<file path="src/rtl/assert_macros.svh">
// assertion macros shared by the rtl
`ifndef ASSERT_MACROS_SVH
`define ASSERT_MACROS_SVH
`ifndef SYNTHESIS
`define ASSERT_HOLDS(lbl, prop, msg) \
	lbl: assert property (@(posedge clk) disable iff (!arst_n) (prop)) else $error(msg);
`define ASSERT_IMPLIES(lbl, ante, cons, msg) \
	lbl: assert property (@(posedge clk) disable iff (!arst_n) (ante) |-> (cons)) \
		else $error(msg);
`else
`define ASSERT_HOLDS(lbl, prop, msg)
`define ASSERT_IMPLIES(lbl, ante, cons, msg)
`endif
`endif

</file>
<file path="src/rtl/nttc_pkg.sv">
// shared constants, types and modular helpers of the ntt convolution
package nttc_pkg;
	localparam int CW = 62;
	localparam int PTS = 64;
	localparam int PTS_W = 6;
	localparam int LOGN_W = 3;
	localparam int MAX_LEN = 32;
	localparam int LEN_W = 6;
	localparam int IDX_W = 5;
	localparam int QDEPTH = 4;
	localparam int QPTR_W = 2;
	localparam int CFG_IDX_W = 2;

	localparam logic [CFG_IDX_W-1:0] REG_PRIME = 2'd0;
	localparam logic [CFG_IDX_W-1:0] REG_ROOT = 2'd1;
	localparam logic [CFG_IDX_W-1:0] REG_LEN1 = 2'd2;
	localparam logic [CFG_IDX_W-1:0] REG_LEN2 = 2'd3;

	localparam logic [CW-1:0] PRIME_RST = 62'd998244353;
	localparam logic [CW-1:0] ROOT_RST = 62'd3;
	localparam logic [LEN_W-1:0] LEN_RST = 6'd1;

	typedef struct packed {
		logic [CW-1:0] prime;
		logic [CW-1:0] root;
		logic [LEN_W-1:0] len1;
		logic [LEN_W-1:0] len2;
	} cfg_t;

	typedef struct packed {
		logic wr;
		logic trig;
		logic kind;
		logic [IDX_W-1:0] idx;
		logic [CW-1:0] coeff;
	} qent_t;

	typedef struct packed {
		logic start;
		logic [CW-1:0] a;
		logic [CW-1:0] b;
	} mm_req_t;

	typedef struct packed {
		logic busy;
		logic done;
		logic [CW-1:0] res;
	} mm_rsp_t;

	function automatic logic [LEN_W-1:0] eff_len(input logic [LEN_W-1:0] v);
		logic [LEN_W-1:0] r;
		r = v;
		if (v == '0)
			r = LEN_W'(1);
		else if (v > LEN_W'(MAX_LEN))
			r = LEN_W'(MAX_LEN);
		return r;
	endfunction

	function automatic logic [LOGN_W-1:0] ceil_log2(input logic [LEN_W:0] total);
		logic [LOGN_W-1:0] r;
		r = '0;
		for (int k = 0; k < PTS_W; k++) begin
			if (((LEN_W+1)'(1) << k) < total)
				r = LOGN_W'(k + 1);
		end
		return r;
	endfunction

	function automatic logic [PTS_W-1:0] bitrev(input logic [PTS_W-1:0] i,
		input logic [LOGN_W-1:0] logn);
		logic [PTS_W-1:0] r;
		for (int k = 0; k < PTS_W; k++)
			r[k] = i[PTS_W-1-k];
		return r >> (LOGN_W'(PTS_W) - logn);
	endfunction

	function automatic logic [CW-1:0] add_mod(input logic [CW-1:0] x,
		input logic [CW-1:0] y, input logic [CW-1:0] p);
		logic [CW:0] s;
		logic [CW:0] d;
		s = {1'b0, x} + {1'b0, y};
		d = s - {1'b0, p};
		return (s >= {1'b0, p}) ? d[CW-1:0] : s[CW-1:0];
	endfunction

	function automatic logic [CW-1:0] sub_mod(input logic [CW-1:0] x,
		input logic [CW-1:0] y, input logic [CW-1:0] p);
		return (x >= y) ? (x - y) : (x + p - y);
	endfunction
endpackage

</file>
<file path="src/rtl/nttc_if.sv">
// item channels of the ntt convolution
interface nttc_in_if;
	logic valid;
	logic ready;
	logic kind;
	logic [nttc_pkg::CW-1:0] coeff_value;
	modport source(output valid, kind, coeff_value, input ready);
	modport sink(input valid, kind, coeff_value, output ready);
endinterface


</file>
<file path="src/rtl/nttc_front.sv">
// takes coefficient items, tracks fill counts and marks the completing item
module nttc_front (
	input logic clk,
	input logic arst_n,
	input nttc_pkg::cfg_t cfg,
	nttc_in_if.sink coeff_chan,
	input logic q_full,
	output logic q_push,
	output nttc_pkg::qent_t q_ent
);
	logic [nttc_pkg::LEN_W-1:0] c1_q;
	logic [nttc_pkg::LEN_W-1:0] c2_q;
	logic [nttc_pkg::LEN_W-1:0] l1;
	logic [nttc_pkg::LEN_W-1:0] l2;
	logic [nttc_pkg::LEN_W-1:0] c1n;
	logic [nttc_pkg::LEN_W-1:0] c2n;
	logic is_first;
	logic wr;
	logic trig;
	logic acc;

	assign coeff_chan.ready = !q_full;
	assign acc = coeff_chan.valid && !q_full;
	assign l1 = nttc_pkg::eff_len(cfg.len1);
	assign l2 = nttc_pkg::eff_len(cfg.len2);
	assign is_first = !coeff_chan.kind;
	assign wr = is_first ? (c1_q < l1) : (c2_q < l2);
	assign c1n = c1_q + nttc_pkg::LEN_W'(is_first && wr);
	assign c2n = c2_q + nttc_pkg::LEN_W'(!is_first && wr);
	assign trig = (c1n >= l1) && (c2n >= l2);

	assign q_push = acc && (wr || trig);
	always_comb begin
		q_ent.wr = wr;
		q_ent.trig = trig;
		q_ent.kind = coeff_chan.kind;
		q_ent.idx = is_first ? c1_q[nttc_pkg::IDX_W-1:0] : c2_q[nttc_pkg::IDX_W-1:0];
		q_ent.coeff = coeff_chan.coeff_value;
	end

	always_ff @(posedge clk or negedge arst_n) begin
		if (!arst_n) begin
			c1_q <= '0;
			c2_q <= '0;
		end else if (acc) begin
			c1_q <= trig ? '0 : c1n;
			c2_q <= trig ? '0 : c2n;
		end
	end
endmodule

</file>
<file path="src/flat_wrapper.sv">
// flat-port wrapper written by rule: the top's interface ports become plain ports
module nttc_front_flat 
  (clk, arst_n, cfg, q_full, q_push, q_ent, coeff_chan_valid, coeff_chan_kind, coeff_chan_coeff_value, coeff_chan_ready);
  nttc_in_if coeff_chan_i ();
  input logic clk;
  input logic arst_n;
  input nttc_pkg::cfg_t cfg;
  input logic q_full;
  output logic q_push;
  output nttc_pkg::qent_t q_ent;
  input wire logic [$bits(coeff_chan_i.valid)-1:0] coeff_chan_valid;
  input wire logic [$bits(coeff_chan_i.kind)-1:0] coeff_chan_kind;
  input wire logic [$bits(coeff_chan_i.coeff_value)-1:0] coeff_chan_coeff_value;
  output wire logic [$bits(coeff_chan_i.ready)-1:0] coeff_chan_ready;
  assign coeff_chan_i.valid = coeff_chan_valid;
  assign coeff_chan_i.kind = coeff_chan_kind;
  assign coeff_chan_i.coeff_value = coeff_chan_coeff_value;
  assign coeff_chan_ready = coeff_chan_i.ready;
  nttc_front u_core (.clk(clk), .arst_n(arst_n), .cfg(cfg), .coeff_chan(coeff_chan_i), .q_full(q_full), .q_push(q_push), .q_ent(q_ent));
endmodule
</file>
<file path="config.mk">
export PLATFORM = sky130hd
export DESIGN_NAME = nttc_front_flat
export DESIGN_NICKNAME = d
export VERILOG_FILES = /design/src/rtl/assert_macros.svh /design/src/rtl/nttc_pkg.sv /design/src/rtl/nttc_if.sv /design/src/rtl/nttc_front.sv /design/src/flat_wrapper.sv
export SDC_FILE = /design/constraint.sdc
export NUM_CORES = 1
export LEC_CHECK = 0
export BUFFER_PORTS_ARGS = -buffer_cell sky130_fd_sc_hd__buf_2
export CORE_AREA = 2 2 108 110
export DETAILED_ROUTE_END_ITERATION = 6
export DIE_AREA = 0 0 110 112
export PLACE_DENSITY_LB_ADDON = 0.1
export SYNTH_ARGS = -nofsm -noshare
export SYNTH_HDL_FRONTEND = slang
export SYNTH_SLANG_ARGS = --single-unit
export TNS_END_PERCENT = 20
</file>
<file path="constraint.sdc">
create_clock -name clk -period 6.8 [get_ports clk]
set_clock_uncertainty 0.15 [all_clocks]
set_input_delay 0.34 -clock clk [delete_from_list [all_inputs] [get_ports clk]]
set_output_delay 0.34 -clock clk [all_outputs]
set_load 0.02 [all_outputs]
</file>
# Yosys cells after proc, flatten, opt, wreduce, memory -nomap -nowiden

Cells that the tools add are included.
W data, S select, Z words.

ROM bits: 0
Bits in writable memories: 0
Bits in latches: 0
Logic and storage cells: 28
Input port bits: 203
Output and inout bits: 72
Memories: 0
Register bits after elaboration: 12

Bitwise operators: 0
Shifts and indexed selects: 0
Magnitude comparators: 6
Add/sub/neg operators: 2
Mux-type cells: 8
Multiply operators: 0
Eq/ne operators: 0
Div/mod/pow operators: 0
Reductions and logical operators: 10

Operators with widths:

| kind                 | count |
|---|---|
| $mux W6              | 6 |
| $add A6 B1 Y6        | 2 |
| $ge A6 B6 Y1         | 2 |
| $gt A6 B6 Y1 const B | 2 |
| $logic_not A6 Y1     | 2 |
| $lt A6 B6 Y1         | 2 |
| $logic_and A1 B1 Y1  | 5 |
| $mux W5              | 1 |
| $logic_not A1 Y1     | 2 |
| $logic_or A1 B1 Y1   | 1 |
| $mux W1              | 1 |

# Depth between registers and ports, before layout

Word-level depth: 11
Mapped depth: 18
Mapped depth without buffers: 17

# Worst setup path before layout

OpenSTA, ideal clock, no wires.

Kind: input-to-output
From: input port cfg[5] (netlist bit)
To: output port q_push
Data arrival time: 3.174 ns
Required time: 6.310 ns
Stages: 16
Buffers on the path: 0
Path slack: 3.136 ns
Cells stage by stage: inv_1 -> nand2_1 -> ha_1 -> a21oi_1 -> nor2b_1 -> o21ai_0 -> and4b_1 -> ha_1 -> ha_1 -> nand3_1 -> xnor2_1 -> ha_1 -> a21o_1 -> a221oi_2 -> nor2_2 -> o31a_1

Word-level cells in the longest chain between the ends: 11
Elaborated cells between the ends (all ways): 15
Classes of those cells: 2 x add/sub; 4 x order compare; 3 x mux; 6 x reduce/logical

Ends and longest elaborated chain:

| what                                          | RTL line                           | RTL |
|---|---|---|
| start, declared                               | flat_wrapper.sv:7                  | `input nttc_pkg::cfg_t cfg;` |
| $gt A6 B6 Y1                                  | nttc_pkg.sv:55                     | `else if (v > LEN_W'(MAX_LEN))` |
| $mux W6                                       | nttc_pkg.sv:55                     |  |
| $mux W6 *                                     | nttc_pkg.sv:53                     | `if (v == '0)` |
| $lt A6 B6 Y1                                  | nttc_front.sv:27                   | `assign wr = is_first ? (c1_q < l1) : (c2_q < l2);` |
| $mux W1                                       | nttc_front.sv:27                   |  |
| $logic_and A1 B1 Y1, on equally long branches | nttc_front.sv:28, nttc_front.sv:29 |  |
| $add A6 B1 Y6, on equally long branches       | nttc_front.sv:28, nttc_front.sv:29 |  |
| $ge A6 B6 Y1                                  | nttc_front.sv:30                   | `assign trig = (c1n >= l1) && (c2n >= l2);` |
| $logic_and A1 B1 Y1                           | nttc_front.sv:30                   |  |
| $logic_or A1 B1 Y1 *                          | nttc_front.sv:32                   | `assign q_push = acc && (wr \|\| trig);` |
| $logic_and A1 B1 Y1 *                         | nttc_front.sv:32                   |  |
| end, declared                                 | flat_wrapper.sv:9                  | `output logic q_push;` |

Every way passes the cells marked *; elsewhere a longest branch is shown, timed or not.

# Worst setup path in the final report

Same ends and word-level chain as after synthesis.

==> metrics.txt <==
post-route antenna net violation count=0; clock insertion delay at the later pin of the skew report=around 0.24 ns; Total Routing Usage GR=0.0777; number of ports placed on the die boundary=275; synth cell count leaders=buf_4 (65), nand2_1 (34), ha_1 (26), dfrtp_1 (12), o21ai_1 (10); headroom to the max-slew limit=0.528; setup repair after global routing missed its margin=false; worst-margin pin slew=0.706 ns; initial core utilization=0.162; average vias per placed instance=around 3.8; critical path start-end classification=primary input to output port; Syn Nets=about 450; crit-path most repeated cell=ha_1; Sinks on Clock Net=12; maximum number of pins on one net before global-route repair=17; height of the chip=between 100 and 150 um; TritonCTS clock tree=yes; # rows=39; length of routed wiring on met1=2180 um; layout cell share with drive strength beyond 1=0.224; Final Critical Period=~4.7 ns; H-Tree Level Count=1; first-pass GRT wire length=about 7200 um; Routed Wire Length=~4600 um; Fmax=213 MHz; peak supply drop=113 uV; number of synthesis warnings=0; most area-consuming cells after synthesis=buf_4 (27%), ha_1 (18%), dfrtp_1 (17%); number of global-route vias before repair=between 1000 and 1500; final count of negative-setup-slack endpoints=0; clock slew at reported path FFs=around 0.040 ns; buffers inserted by post-CTS timing repair=0; final net count=between 400 and 500; fin crit share=0.692; total clock buffers created by CTS=3; number of resized instances in the post-cts repair step=0; launch point of the critical path=cfg[5]; number of synthesized flops with an enable pin=0; Iter 0 DRT Violations=21; maximum number of buffers from clock root to sink=2; Slowest cell on crit path=a221oi_2; final hold vios=0; length in cells of the worst reg-to-reg path=14; slack of the worst reg-to-reg path=approximately 2.8 ns; async set-reset flop share out of synthesis=1.00; internal power=approximately 0.26 mW; NetSw=around 0.19 mW; Antenna Cells=0; uppermost metal layer occupied by signal nets=met4; Detail Route met3 WL=roughly 330 um; detail-routed net length per standard cell=between 10 and 15 um; number of pins with negative max-slew slack in the final report=0; gate count of the mapped netlist=about 220; Total Neg Setup Slack=0 ns; weighted congestion at the end of routability-driven global placement=between 0.6 and 0.7; fraction of the yosys area taken by sequential cells=0.166; status=complete, no violations; #FFs+latches synth=12; area delta synth->final=-6.48%; total congestion overflow=0; clock network fraction of total power=0.244; count of port buffers added during placement=26; reported max-cap violation count=0; die width=approximately 110 um; worst-path maximum fanout=12; Critical R2R Capture=u_core.c2_q[0]; Reg power frac=0.270; HP Class=primary input to async pin; most instantiated flip-flop cell in the synthesis netlist=dfrtp_1; total number of vias=about 1200; startpoint types=primary input; largest area contributor in the synthesized netlist=buf_4; netlist area before placement=approximately 1800 um^2; peak per-stage delay on the critical path=~0.41 ns; Pre-antenna DRT Iters=4; synth unique cells=35; WL met2=1910 um; power per cell area=262 nW/um^2; HPWL after detailed placement=approximately 3700 um; remaining design rule violation count=0; post-layout instance area=approximately 1700 um^2; data arrival time of the worst path=about 4.2 ns; placeable core area=around 11000 um^2; count of hold-fix buffers inserted at cts=1; Static Leak=roughly 0.76 nW; worst path required time=6.31 ns; Logic pwr share=0.486; Syn Area/Cell=between 8 and 9 um^2; Die Outline Area=between 10000 and 15000 um^2; Clock Tree Root=clkbuf_16; chain of cells forming the critical path=buf_2, inv_1, nand2_1, ha_1, a21oi_1, nor2b_1, o21ai_0, and4b_1, ha_1, ha_1, nand3_1, xnor2_1, ha_1, a21o_1, a221oi_2, nor2_2, o31a_1, buf_2; launch instance of the worst register-to-register path=u_core.c2_q[3]; Critical Path Sink Type=output port; area of placed instances=between 1500 and 2000 um^2; Sw Ratio=0.420; library cell with the highest instance count after synthesis=buf_4; top-area cell type share of the netlist area=0.269; number of antenna violations at the first check in global routing=0
## cells by family (layout without fill, tap and decap cells)
group | count (synthesis) | after routing | synth area share
buffers and inverters | 76 | 36 | 0.297
muxes | 5 | 5 | 0.0310
and+or+nand+nor | 69 | 69 | 0.178
adders and majority gates | 26 | 26 | 0.179
AOI/OAI and AO/OA | 27 | 27 | 0.111
DFF | 12 | 12 | 0.166
xor gates and xnor gates | 8 | 8 | 0.0386
## per-stage QoR
step,instances,total power [mW],hold slack [ns],util,setup WS [ns]
3_3_place_gp,322,0.345,0.115,0.144,2.06
4_1_cts,326,0.458,0.399,0.152,2.03
6_report,326,0.444,0.386,0.152,2.09
5_1_grt,326,0.491,0.429,0.152,1.70
3_5_place_dp,322,0.344,0.108,0.144,2.07
2_1_floorplan,223,0.331,-0.106,-,3.14
## routing by layer
metal,track usage,vias to the layer above
met5,0,-
met3,0.0263,28
met4,0.0363,0
met2,0.112,44
li1,-,615
met1,0.103,543
## critical path: cells and delay by family
family          cells  cell delay, ns
buf+inv             3            0.47
fa+ha+maj           4            1.11
xor+xnor            1            0.25
compound gates      5            1.24
simple gates        5            0.82
## final cells by class
| type | count | area (um^2) |
|---|---|---|
| clock buffers | 3 | 75.1 |
| fillers | 1238 | 9480 |
| inverters | 5 | 18.8 |
| multi-input cells | 135 | 976 |
| flip-flops and latches | 12 | 300 |
| well taps | 143 | 179 |
| repair buffers | 28 | 148 |
## state kept, by name, indices dropped and copies added, names as in the netlist
name	count
u_core.c2_q	6
u_core.c1_q	6
## cell usage in the layout, fill, tap and decap left out
cell type,n
buf_4,1
nand4_1,2
o31ai_4,1
nor3_1,1
a21o_1,1
o21ai_0,2
nand2_1,34
nor4_1,3
or2_2,1
o31ai_1,1
nor3b_1,2
clkbuf_16,3
xnor2_1,6
xor2_1,2
nand3_1,7
buf_2,26
a41oi_2,1
a211oi_1,1
dlygate4sd3_1,1
nor2_1,8
ha_1,26
o21ai_1,10
mux2_2,5
a21oi_1,4
o41ai_2,1
a221oi_2,1
inv_1,5
and4b_1,1
and3_1,3
o31a_1,2
dfrtp_1,12
nor2_2,1
nor2b_1,6
o22ai_1,2
## worst max-delay path by stage
stage | end | slack [ns] | cells after the start
6_report | q_push | 2.09 | 18
5_1_grt | q_push | 1.70 | 18
4_1_cts | q_push | 2.03 | 18
3_5_place_dp | q_push | 2.07 | 18
3_3_place_gp | q_push | 2.06 | 18
2_1_floorplan | q_push | 3.14 | 16
## power by group through the flow
stage                     clock, mW  combinational [mW]  sequential, mW
after floorplan                   0               0.224           0.107
after global placement            0               0.221           0.124
after detailed placement          0               0.221           0.123
after CTS                     0.112               0.224           0.122
after global routing          0.115               0.251           0.125
final                         0.108               0.216           0.120
Note: power is estimated with default switching activity, not from simulation.
