$ cat config.mk
export PLATFORM = sky130hd
export DESIGN_NAME = nttc_queue
export DESIGN_NICKNAME = d
export VERILOG_FILES = /design/src/rtl/assert_macros.svh /design/src/rtl/nttc_pkg.sv /design/src/rtl/nttc_queue.sv
export SDC_FILE = /design/constraint.sdc
export NUM_CORES = 1
export LEC_CHECK = 0
export BUFFER_PORTS_ARGS = -buffer_cell sky130_fd_sc_hd__buf_2
export CAP_MARGIN = 15
export CORE_AREA = 3 3 235 122
export DETAILED_ROUTE_END_ITERATION = 10
export DIE_AREA = 0 0 238 125
export GPL_TIMING_DRIVEN = 1
export HOLD_SLACK_MARGIN = 0.08
export PLACE_DENSITY = 0.68
export SYNTH_ARGS = -nofsm -noshare
export SYNTH_HDL_FRONTEND = slang
export SYNTH_SLANG_ARGS = --single-unit
$ cat constraint.sdc
create_clock -name clk -period 2.71 [get_ports clk]
set_input_delay 0.271 -clock clk [delete_from_list [all_inputs] [get_ports clk]]
set_output_delay 0.271 -clock clk [all_outputs]
set_load 0.02 [all_outputs]
$ cat src/rtl/assert_macros.svh
// assertion macros shared by the rtl
`ifndef ASSERT_MACROS_SVH
`define ASSERT_MACROS_SVH
`ifndef SYNTHESIS
`define ASSERT_HOLDS(lbl, prop, msg) \
	lbl: assert property (@(posedge clk) disable iff (!arst_n) (prop)) else $error(msg);
`define ASSERT_IMPLIES(lbl, ante, cons, msg) \
	lbl: assert property (@(posedge clk) disable iff (!arst_n) (ante) |-> (cons)) \
		else $error(msg);
`else
`define ASSERT_HOLDS(lbl, prop, msg)
`define ASSERT_IMPLIES(lbl, ante, cons, msg)
`endif
`endif

$ cat src/rtl/nttc_pkg.sv
// shared constants, types and modular helpers of the ntt convolution
package nttc_pkg;
	localparam int CW = 62;
	localparam int PTS = 64;
	localparam int PTS_W = 6;
	localparam int LOGN_W = 3;
	localparam int MAX_LEN = 32;
	localparam int LEN_W = 6;
	localparam int IDX_W = 5;
	localparam int QDEPTH = 4;
	localparam int QPTR_W = 2;
	localparam int CFG_IDX_W = 2;

	localparam logic [CFG_IDX_W-1:0] REG_PRIME = 2'd0;
	localparam logic [CFG_IDX_W-1:0] REG_ROOT = 2'd1;
	localparam logic [CFG_IDX_W-1:0] REG_LEN1 = 2'd2;
	localparam logic [CFG_IDX_W-1:0] REG_LEN2 = 2'd3;

	localparam logic [CW-1:0] PRIME_RST = 62'd998244353;
	localparam logic [CW-1:0] ROOT_RST = 62'd3;
	localparam logic [LEN_W-1:0] LEN_RST = 6'd1;

	typedef struct packed {
		logic [CW-1:0] prime;
		logic [CW-1:0] root;
		logic [LEN_W-1:0] len1;
		logic [LEN_W-1:0] len2;
	} cfg_t;

	typedef struct packed {
		logic wr;
		logic trig;
		logic kind;
		logic [IDX_W-1:0] idx;
		logic [CW-1:0] coeff;
	} qent_t;

	typedef struct packed {
		logic start;
		logic [CW-1:0] a;
		logic [CW-1:0] b;
	} mm_req_t;

	typedef struct packed {
		logic busy;
		logic done;
		logic [CW-1:0] res;
	} mm_rsp_t;

	function automatic logic [LEN_W-1:0] eff_len(input logic [LEN_W-1:0] v);
		logic [LEN_W-1:0] r;
		r = v;
		if (v == '0)
			r = LEN_W'(1);
		else if (v > LEN_W'(MAX_LEN))
			r = LEN_W'(MAX_LEN);
		return r;
	endfunction

	function automatic logic [LOGN_W-1:0] ceil_log2(input logic [LEN_W:0] total);
		logic [LOGN_W-1:0] r;
		r = '0;
		for (int k = 0; k < PTS_W; k++) begin
			if (((LEN_W+1)'(1) << k) < total)
				r = LOGN_W'(k + 1);
		end
		return r;
	endfunction

	function automatic logic [PTS_W-1:0] bitrev(input logic [PTS_W-1:0] i,
		input logic [LOGN_W-1:0] logn);
		logic [PTS_W-1:0] r;
		for (int k = 0; k < PTS_W; k++)
			r[k] = i[PTS_W-1-k];
		return r >> (LOGN_W'(PTS_W) - logn);
	endfunction

	function automatic logic [CW-1:0] add_mod(input logic [CW-1:0] x,
		input logic [CW-1:0] y, input logic [CW-1:0] p);
		logic [CW:0] s;
		logic [CW:0] d;
		s = {1'b0, x} + {1'b0, y};
		d = s - {1'b0, p};
		return (s >= {1'b0, p}) ? d[CW-1:0] : s[CW-1:0];
	endfunction

	function automatic logic [CW-1:0] sub_mod(input logic [CW-1:0] x,
		input logic [CW-1:0] y, input logic [CW-1:0] p);
		return (x >= y) ? (x - y) : (x + p - y);
	endfunction
endpackage

$ cat src/rtl/nttc_queue.sv
// short fifo between the front and the back
module nttc_queue (
	input logic clk,
	input logic arst_n,
	input logic push,
	input nttc_pkg::qent_t push_ent,
	output logic full,
	input logic pop,
	output nttc_pkg::qent_t head,
	output logic empty
);
	nttc_pkg::qent_t ent_q [nttc_pkg::QDEPTH];
	logic [nttc_pkg::QPTR_W-1:0] wptr_q;
	logic [nttc_pkg::QPTR_W-1:0] rptr_q;
	logic [nttc_pkg::QPTR_W:0] cnt_q;
	logic do_push;
	logic do_pop;

	assign full = (cnt_q == (nttc_pkg::QPTR_W+1)'(nttc_pkg::QDEPTH));
	assign empty = (cnt_q == '0);
	assign head = ent_q[rptr_q];
	assign do_push = push && !full;
	assign do_pop = pop && !empty;

	always_ff @(posedge clk) begin
		if (do_push)
			ent_q[wptr_q] <= push_ent;
	end

	always_ff @(posedge clk or negedge arst_n) begin
		if (!arst_n) begin
			wptr_q <= '0;
			rptr_q <= '0;
			cnt_q <= '0;
		end else begin
			if (do_push)
				wptr_q <= wptr_q + 1'b1;
			if (do_pop)
				rptr_q <= rptr_q + 1'b1;
			if (do_push && !do_pop)
				cnt_q <= cnt_q + 1'b1;
			else if (do_pop && !do_push)
				cnt_q <= cnt_q - 1'b1;
		end
	end
endmodule

## After elaboration in Yosys (flattened, before gate mapping)

Memory sizes are Yosys's and may differ from the RTL's.
Cells that the tools add are included.

- Reductions and logical operators: 10
- Eq/ne operators: 1
- Multiplexer cells: 4
- Add/subtract/negate cells: 4

Operators by type and width:

| kind | number |
|---|---|
| 2-to-1 mux 3 bit | 2 |
| adder 2 x 1 -> 2 bit (second input constant) | 2 |
| logical AND 1 bit | 4 |
| logical NOT 1 bit | 4 |
| adder 3 x 1 -> 3 bit (second input constant) | 1 |
| == test 3 bit (second input constant) | 1 |
| logical NOT 3 bit | 1 |
| subtractor 3 x 1 -> 3 bit (second input constant) | 1 |
| 2-to-1 mux 1 bit | 2 |
| nonzero test 2 bit | 1 |

- RAM bits: 280
- Register bits after elaboration: 7
- Memories: 1
- Output and inout bits: 72
- Word-level logic and storage cells: 23
- Bits of input ports: 74

Memory list:

| memory | words | bits a word | rd ports | clocked after Yosys merged registers in | wr ports | line | RTL |
|---|---|---|---|---|---|---|---|
| ent_q | 4 | 70 | 1 | 0 | 1 | nttc_queue.sv:12 | `nttc_pkg::qent_t ent_q [nttc_pkg::QDEPTH];` |

## Logic depth before layout (Yosys ltp)

Gate-level depths: netlist (run 1).

- Depth after elaboration: 7
- Mapped depth: 9
- Mapped depth without buffers: 8

## Least setup slack after synthesis (run 1)

No wires, ideal clock.

- Path type: register -> register
- Start point: register cnt_q[2] (netlist name)
- End point: memory ent_q[0][0] (netlist name) (enable)
- Setup slack: -0.234 ns
- Stages on the path, launching flop included: 5
- Buffers on the path: 1
- Setup time: 0.436 ns
- Required time: 2.274 ns
- Period minus slack after synthesis: 2.944 ns
- Arrival: 2.509 ns
- Path through: dfrtp_1 nor3b_2 nor2b_1 buf_2 and2_1

- Longest elaborated chain between the ends: 5

Ends and longest elaborated chain:

| element | line | RTL |
|---|---|---|
| start: declaration | nttc_queue.sv:15 | `logic [nttc_pkg::QPTR_W:0] cnt_q;` |
| start signal: assignment | nttc_queue.sv:41 | `cnt_q <= cnt_q + 1'b1;` |
| start signal: assignment | nttc_queue.sv:43 | `cnt_q <= cnt_q - 1'b1;` |
| == test 3 bit | nttc_queue.sv:19 | `assign full = (cnt_q == (nttc_pkg::QPTR_W+1)'(nttc_pkg::QDEPTH));` |
| via full | nttc_queue.sv:7 | `output logic full,` |
| logical NOT 1 bit | nttc_queue.sv:22 | `assign do_push = push && !full;` |
| logical AND 1 bit | nttc_queue.sv:22 |  |
| via do_push | nttc_queue.sv:16 | `logic do_push;` |
| 2-to-1 mux 1 bit | nttc_queue.sv:26 | `if (do_push)` |
| 2-to-1 mux 1 bit (not written as such) | nttc_queue.sv:27 | `ent_q[wptr_q] <= push_ent;` |
| end: declaration | nttc_queue.sv:12 |  |

The timed path passes the listed nets, and every way through them passes these cells.

==> summary.md, run 1 <==
| Metric | Value |
|---|---|
| Max_cap viols | 0 |
| Synth area leader | edfxtp_1 |
| Most common cell in the netlist | edfxtp_1 |
| Die Width | 238 um |
| Fin. max-slew vios | 0 |
| HPWL after detailed placement | 12700 um |
| Sum of negative setup slack | 0 ns |
| DRC viols | 0 |
| Vias | 4956 |
| Number of port buffers | approximately 150 |
| Share of layout cells above drive strength 1 | 0.404 |
| Gr usage total | 0.140 |
| Hold Slack | 0.119 ns |
| Critical-path cell list | buf_12 -> mux4_1 -> buf_2 |
| Reg-to-reg startpoint | cnt_q[2] |
| Final Util | 0.506 |
| Min cycle time layout | 2.52 ns |
| Net Count, Synth | 482 |
| Leak Pwr | ~4.6 nW |
| Buf/Inv on CP | 2 |
| Sinks on Clock Net | 287 |
| Class of the worst hold path | in -> async |
| Grt ovf | 0 |
| Worst Path Arrival | 2.25 ns |
| WS Path Type | reg -> out |
| Post-Route WL | 20400 um |
| Top cells by area, synth | edfxtp_1 79%, mux4_2 14%, dfrtp_1 1.7% |
| Postcts setup bufs | 0 |
| Synthesized area | 10600 um^2 |
| Wire per inst | around 20 um |
| Synth Flop Type | edfxtp_1 |
| Worst Clk Skew | 0.0211 ns |
| Finished Layout Cells | 1015 |
| Fillcell total | a little over 2k |
| Number of routed nets with antenna violations | 0 |
| Yosys reg bits | 287 |
| Worst slew pin tran | 0.551 ns |
| Highest clock rate | 0.396 GHz |
| Cell Area, Placed | 11800 um^2 |
| Critical Path RT | 2.44 ns |
| FF-to-FF path depth | 8 |
| CTS Buf Count | 26 |
| Post-synth EDFFs | between 200 and 300 |
| Max incr delay on CP | about 0.67 ns |
| Yosys Warn Count | 0 |
| Ant. Diodes | 0 |
| Worst R2R End | cnt_q[2] |
| Full die area | 29800 um^2 |
| TritonCTS clock tree | yes |
| Largest net degree at the start of global routing | 33 |
| Row Count | 42 |
| Initial core utilization | 0.401 |
| PD cells | 1080 nW/um^2 |
| Post-synthesis cell count | 402 |
| Setup crit end kind | primary output |
| Clock Tree Root | clkbuf_16 |
| Synth top area share | 0.793 |
| Synth-to-layout area growth | 26.1% |
| Routability Congestion | 0.690 |
| Global-route wire length before repair | 32200 um |
| Number of global-route vias before repair | about 5.5k |
| R2R Setup Slk | roughly 0.47 ns |
| Sequential share of the synthesized area | 0.810 |
| Synth top cells by count | 280 x edfxtp_1, 68 x mux4_2, 8 x buf_2 |
| Distinct cells, synth | 22 |
| Status | complete, no violations |
| I/O pins | 146 |
| Max clock buf depth | 3 |
| Syn_area_per_cell | 26.4 um^2 |
| RSZ-0062 raised after global routing | no |
| Die Span Y | 125 um |
| Initial antenna violation count | 0 |
| Final period utilization | 0.932 |
| Final instance area | 13400 um^2 |
| Final setup vio count | 0 |
| Post-cts hold buffer count | approximately 70 |
| H-Tree Depth | 1 |
| Fin nets | 724 |
| Clk_lat worst skew | 0.53 ns |
| CTS resizes | 0 |
| Crit path max fanout | 18 |
| Router iterations before antenna repair | 4 |
| Synth async-reset ratio | 0.0244 |
| Clk pin slew, worst setup/hold paths | 0.06 ns |
| Slowest-stage cell, CP | dfrtp_4 |
| Top delay family on crit path | flip-flops |
| Relative slew margins | 0.632 |
| Vias per cell | between 4 and 5 |
| Iteration-0 DRC Markers | 289 |
| Worst Setup Start Kind | flop |
| Core region area | 26400 um^2 |
| Final Hold Viols | 0 |
| Inst Count DP | 896 |
| Worst vdd ir | roughly 0.00052 V |
-- state kept, by name (all words and copies together) (netlist names) --
name	count
wptr_q	2
ent_q	280
cnt_q	3
rptr_q	2
-- logic make-up (layout without fill, tap and decap cells) --
| kind of cell | Yosys count | in the layout | synth area share |
|---|---|---|---|
| buffers and inverters | 21 | 282 | 0.0198 |
| XOR/XNOR | 6 | 6 | 0.00496 |
| multiplexers | 72 | 72 | 0.152 |
| adder cells (fa/ha/maj) | 6 | 6 | 0.00779 |
| flip-flops | 287 | 287 | 0.810 |
| AND/OR/NAND/NOR | 10 | 10 | 0.00590 |
-- power by group --
group	switching [W]	leakage (nW)	internal [W]
registers	0.000390	2.64	0.00587
logic	0.00263	1.57	0.00205
clock network	0.00153	0.389	0.00196
-- metal layers --
metal / GRT usage / up-vias / part of all wire
met5: 0 / - / 0
met4: 0.0398 / 0 / 0.024
met3: 0.0249 / 36 / 0.032
met2: 0.255 / 80 / 0.54
met1: 0.173 / 2628 / 0.40
li1: - / 2212 / -
-- layout make-up --
cell class	instances	area (um^2)	area share
flip-flops and latches	287	8590	0.643
multi-input cells	94	1820	0.136
repair buffers	231	1700	0.127
clock buffers	32	673	0.0504
well taps	352	440	0.0329
clock inverters	15	129	0.00964
inverters	4	15.0	0.00112
-- cells in the final DEF, fill, tap and decap left out, drive strengths merged --
cell type	n
and2	4
buf	159
bufinv	2
clkbuf	32
clkinv	12
dfrtp	7
dlygate4sd3	72
edfxtp	280
fa	1
ha	5
inv	5
mux2	2
mux4	70
nand2	1
nand3	1
nor2	1
nor2b	1
nor3b	1
or3	1
xnor2	4
xor2	2
-- per-stage QoR --
stage	setup WS (ns)	power, W
4_1_cts	0.117	0.0147
3_3_place_gp	0.522	0.0110
6_report	0.186	0.0144
5_1_grt	0.0693	0.0151
3_5_place_dp	0.479	0.0111
2_1_floorplan	0.532	0.00952
-- worst max path at each step --
stage,cells after the start,to,slack [ns],start
floorplan,4,ent_q[0][0],0.53,cnt_q[2]
global placement,8,cnt_q[2],0.52,cnt_q[2]
detailed placement,8,cnt_q[2],0.48,cnt_q[2]
CTS,3,head[63],0.12,rptr_q[0]
global route,3,head[63],0.07,rptr_q[0]
finish,3,head[63],0.19,rptr_q[0]
Note: power is estimated with default switching activity, not from simulation.
==> inputs of run 2 (changes only) <==
--- a/config.mk
+++ b/config.mk
@@ -7,12 +7,15 @@
 export LEC_CHECK = 0
 export BUFFER_PORTS_ARGS = -buffer_cell sky130_fd_sc_hd__buf_2
 export CAP_MARGIN = 15
+export CELL_PAD_IN_SITES_DETAIL_PLACEMENT = 2
+export CELL_PAD_IN_SITES_GLOBAL_PLACEMENT = 2
 export CORE_AREA = 3 3 235 122
+export CTS_BUF_LIST = sky130_fd_sc_hd__clkbuf_16
 export DETAILED_ROUTE_END_ITERATION = 10
 export DIE_AREA = 0 0 238 125
 export GPL_TIMING_DRIVEN = 1
 export HOLD_SLACK_MARGIN = 0.08
-export PLACE_DENSITY = 0.68
+export PLACE_DENSITY = 0.81
 export SYNTH_ARGS = -nofsm -noshare
 export SYNTH_HDL_FRONTEND = slang
 export SYNTH_SLANG_ARGS = --single-unit
==> run 2 against run 1 <==
Net effect:
- sequential power rose by 1%
- non-clock buffer count rose by 8
- flip-flop and latch count did not move
- sequential share of layout area barely moved
- combinational power rose by 6.6%
- clock skew rose by 0.0037 ns
- clock power fell by 2%
- global-route usage rose by 5.6 points
- die area did not move
- count of clock-buffer cells in the layout fell by 6
- register-to-register slack barely moved
- critical path type unchanged
- critical endpoint unchanged
==> summary.md, run 2 (synthesis results as in run 1) <==
| Metric | Value |
|---|---|
| Share of layout cells above drive strength 1 | 0.412 (+0.00745) |
| Initial antenna violation count | 1 (+1) |
| Post-Route WL | 29000 um (+42%) |
| Number of port buffers | 145 (unchanged) |
| Class of the worst hold path | in -> reg |
| Final setup vio count | 0 (unchanged) |
| Initial core utilization | 0.401 (unchanged) |
| Top flop regs | ent_q x280, cnt_q x3 |
| Max clock buf depth | 3 (unchanged) |
| Core region area | 26400 um^2 (unchanged) |
| Status | complete, no violations |
| Final Hold Viols | 0 (unchanged) |
| CTS Buf Count | 26 (unchanged) |
| Sinks on Clock Net | 287 (unchanged) |
| Worst vdd ir | 0.000467 V (-10%) |
| Sum of negative setup slack | 0 ns (unchanged) |
| Fin. max-slew vios | 0 (unchanged) |
| Worst Setup Start Kind | flop |
| Vias | 5344 (+7.8%) |
| Clk pin slew, worst setup/hold paths | 0.06 ns (about the same) |
| Full die area | 29800 um^2 (unchanged) |
| Min cycle time layout | 2.53 ns (+0.00352 ns) |
| Worst Setup Slack post-DPL | 0.465 ns (-0.0136 ns) |
| Clk_lat worst skew | 0.54 ns (about the same) |
| Vias per cell | 5.24 (+7.3%) |
| Max incr delay on CP | 0.64 ns (-0.03 ns) |
| Grt ovf | 0 (unchanged) |
| Clock Tree Root | clkbuf_16 |
| Highest clock rate | 0.396 GHz (-0.14%) |
| Max FFs per register | 280 (unchanged) |
| Critical Path RT | 2.44 ns (about the same) |
| Routability Congestion | 0.682 (-1.1%) |
| Max_cap viols | 0 (unchanged) |
| Setup crit end kind | primary output |
| Final period utilization | 0.933 (+0.00130) |
| Commonest non-fill, non-tap cell in the layout | edfxtp_1 |
| RSZ-0062 raised after global routing | no |
| Tot Pwr | 0.0147 W (+2.2%) |
| Gr usage total | 0.196 (+0.0561) |
| TritonCTS clock tree | yes |
| I/O pins | 146 (unchanged) |
| Number of routed nets with antenna violations | 0 (unchanged) |
| Hold Slack | 0.198 ns (+0.0787 ns) |
| Row Count | 42 (unchanged) |
| Worst Clk Skew | 0.0248 ns (+0.00374 ns) |
| Worst slew pin tran | 0.583 ns (+0.0323 ns) |
| Fin nets | 732 (+1.1%) |
| Critical-path cell list | buf_4 -> mux4_1 -> buf_2 |
| Fillcell total | 2289 (+10%) |
| Relative slew margins | 0.611 (-0.0208) |
| Biggest register | ent_q |
| Synth-to-layout area growth | 26.0% (about the same) |
| WS Path Type | reg -> out |
| Die Span Y | 125 um (unchanged) |
| PD cells | 1100 nW/um^2 (+2.3%) |
| Iteration-0 DRC Markers | 477 (+65%) |
| Global-route wire length before repair | 42900 um (+33%) |
| Worst Slack Setup Final | 0.182 ns (-0.00352 ns) |
| Largest net degree at the start of global routing | 36 (+9.1%) |
| Ant. Diodes | 0 (unchanged) |
| Slowest-stage cell, CP | dfrtp_4 |
| H-Tree Depth | 1 (unchanged) |
| DRC viols | 0 (unchanged) |
| Most frequent cells in the layout | 280 x edfxtp_1, 145 x buf_2, 73 x dlygate4sd3_1 |
| Crit path max fanout | 12 (-6) |
| Wire per inst | 28.4 um (+41%) |
| Die Width | 238 um (unchanged) |
| Router iterations before antenna repair | 4 (unchanged) |
| Leak Pwr | 4.65 nW (+0.93%) |
| Worst Path Arrival | 2.26 ns (about the same) |
| HPWL after detailed placement | 17700 um (+39%) |
| Number of global-route vias before repair | 5991 (+8.2%) |
[run 2: cell count changes in the layout (fill, tap and decap cells not counted), sizes merged]
cell,change
bufinv,-2
clkbuf,-6
dlygate4sd3,+1
buf,+7
clkinv,-1
inv,+6
[run 2: worst max-delay path: cells and delay by family, from the launching register on]
kind / cells / cell delay, ns
DFF: 1 / 0.64
buffers and inverters: 2 / 0.48
muxes: 1 / 0.59
[run 2: where the power goes]
group / internal [W] / switching, W
Combinational: 0.00210 / 0.00289
Clock: 0.00174 / 0.00166
Sequential: 0.00588 / 0.000478
Total: 0.00971 / 0.00502
[run 2: cell type report]
cell class,count,area [um^2],share of cell area
clock buffers,26,651,0.0487
clock inverters,18,86.3,0.00646
inverters,4,15.0,0.00112
multi-input cells,94,1820,0.136
flip-flops and latches,287,8590,0.643
well taps,352,440,0.0330
repair buffers,239,1760,0.132
[run 2: path summary, 6_finish.rpt]
kind	start	to	slack (ns)	cells past startpoint
setup / recovery	rptr_q[0]	head[63]	0.18	3
hold / removal	push	wptr_q[0]	0.20	4
setup reg to reg	cnt_q[0]	cnt_q[2]	0.46	8
hold reg to reg	cnt_q[2]	cnt_q[2]	0.51	1
max in group asynchronous	arst_n	rptr_q[1]	1.74	3
min in group asynchronous	arst_n	rptr_q[0]	0.68	3
[run 2: through the flow]
step	area [um^2]	std cells	util
3_3_place_gp	11900	902	0.449
4_1_cts	13300	1019	0.504
6_report	13400	1020	0.505
2_1_floorplan	10600	402	-
5_1_grt	13400	1020	0.505
3_5_place_dp	11900	902	0.449
[run 2: what timing repair did]
action                                  in CTS  in global routing
hold buffers                                73                  0
endpoints found under the setup margin       0                 14
setup buffers                                0                  1
hold endpoints to repair                   289                  0
gates resized for setup                      0                  0
[run 2: layer usage]
| metal | vias to the layer above | track usage | share of wire |
|---|---|---|---|
| li1 | 2221 | - | - |
| met4 | 0 | 0.0525 | 0.025 |
| met1 | 2944 | 0.253 | 0.41 |
| met5 | - | 0 | 0 |
| met3 | 40 | 0.0341 | 0.041 |
| met2 | 139 | 0.347 | 0.53 |
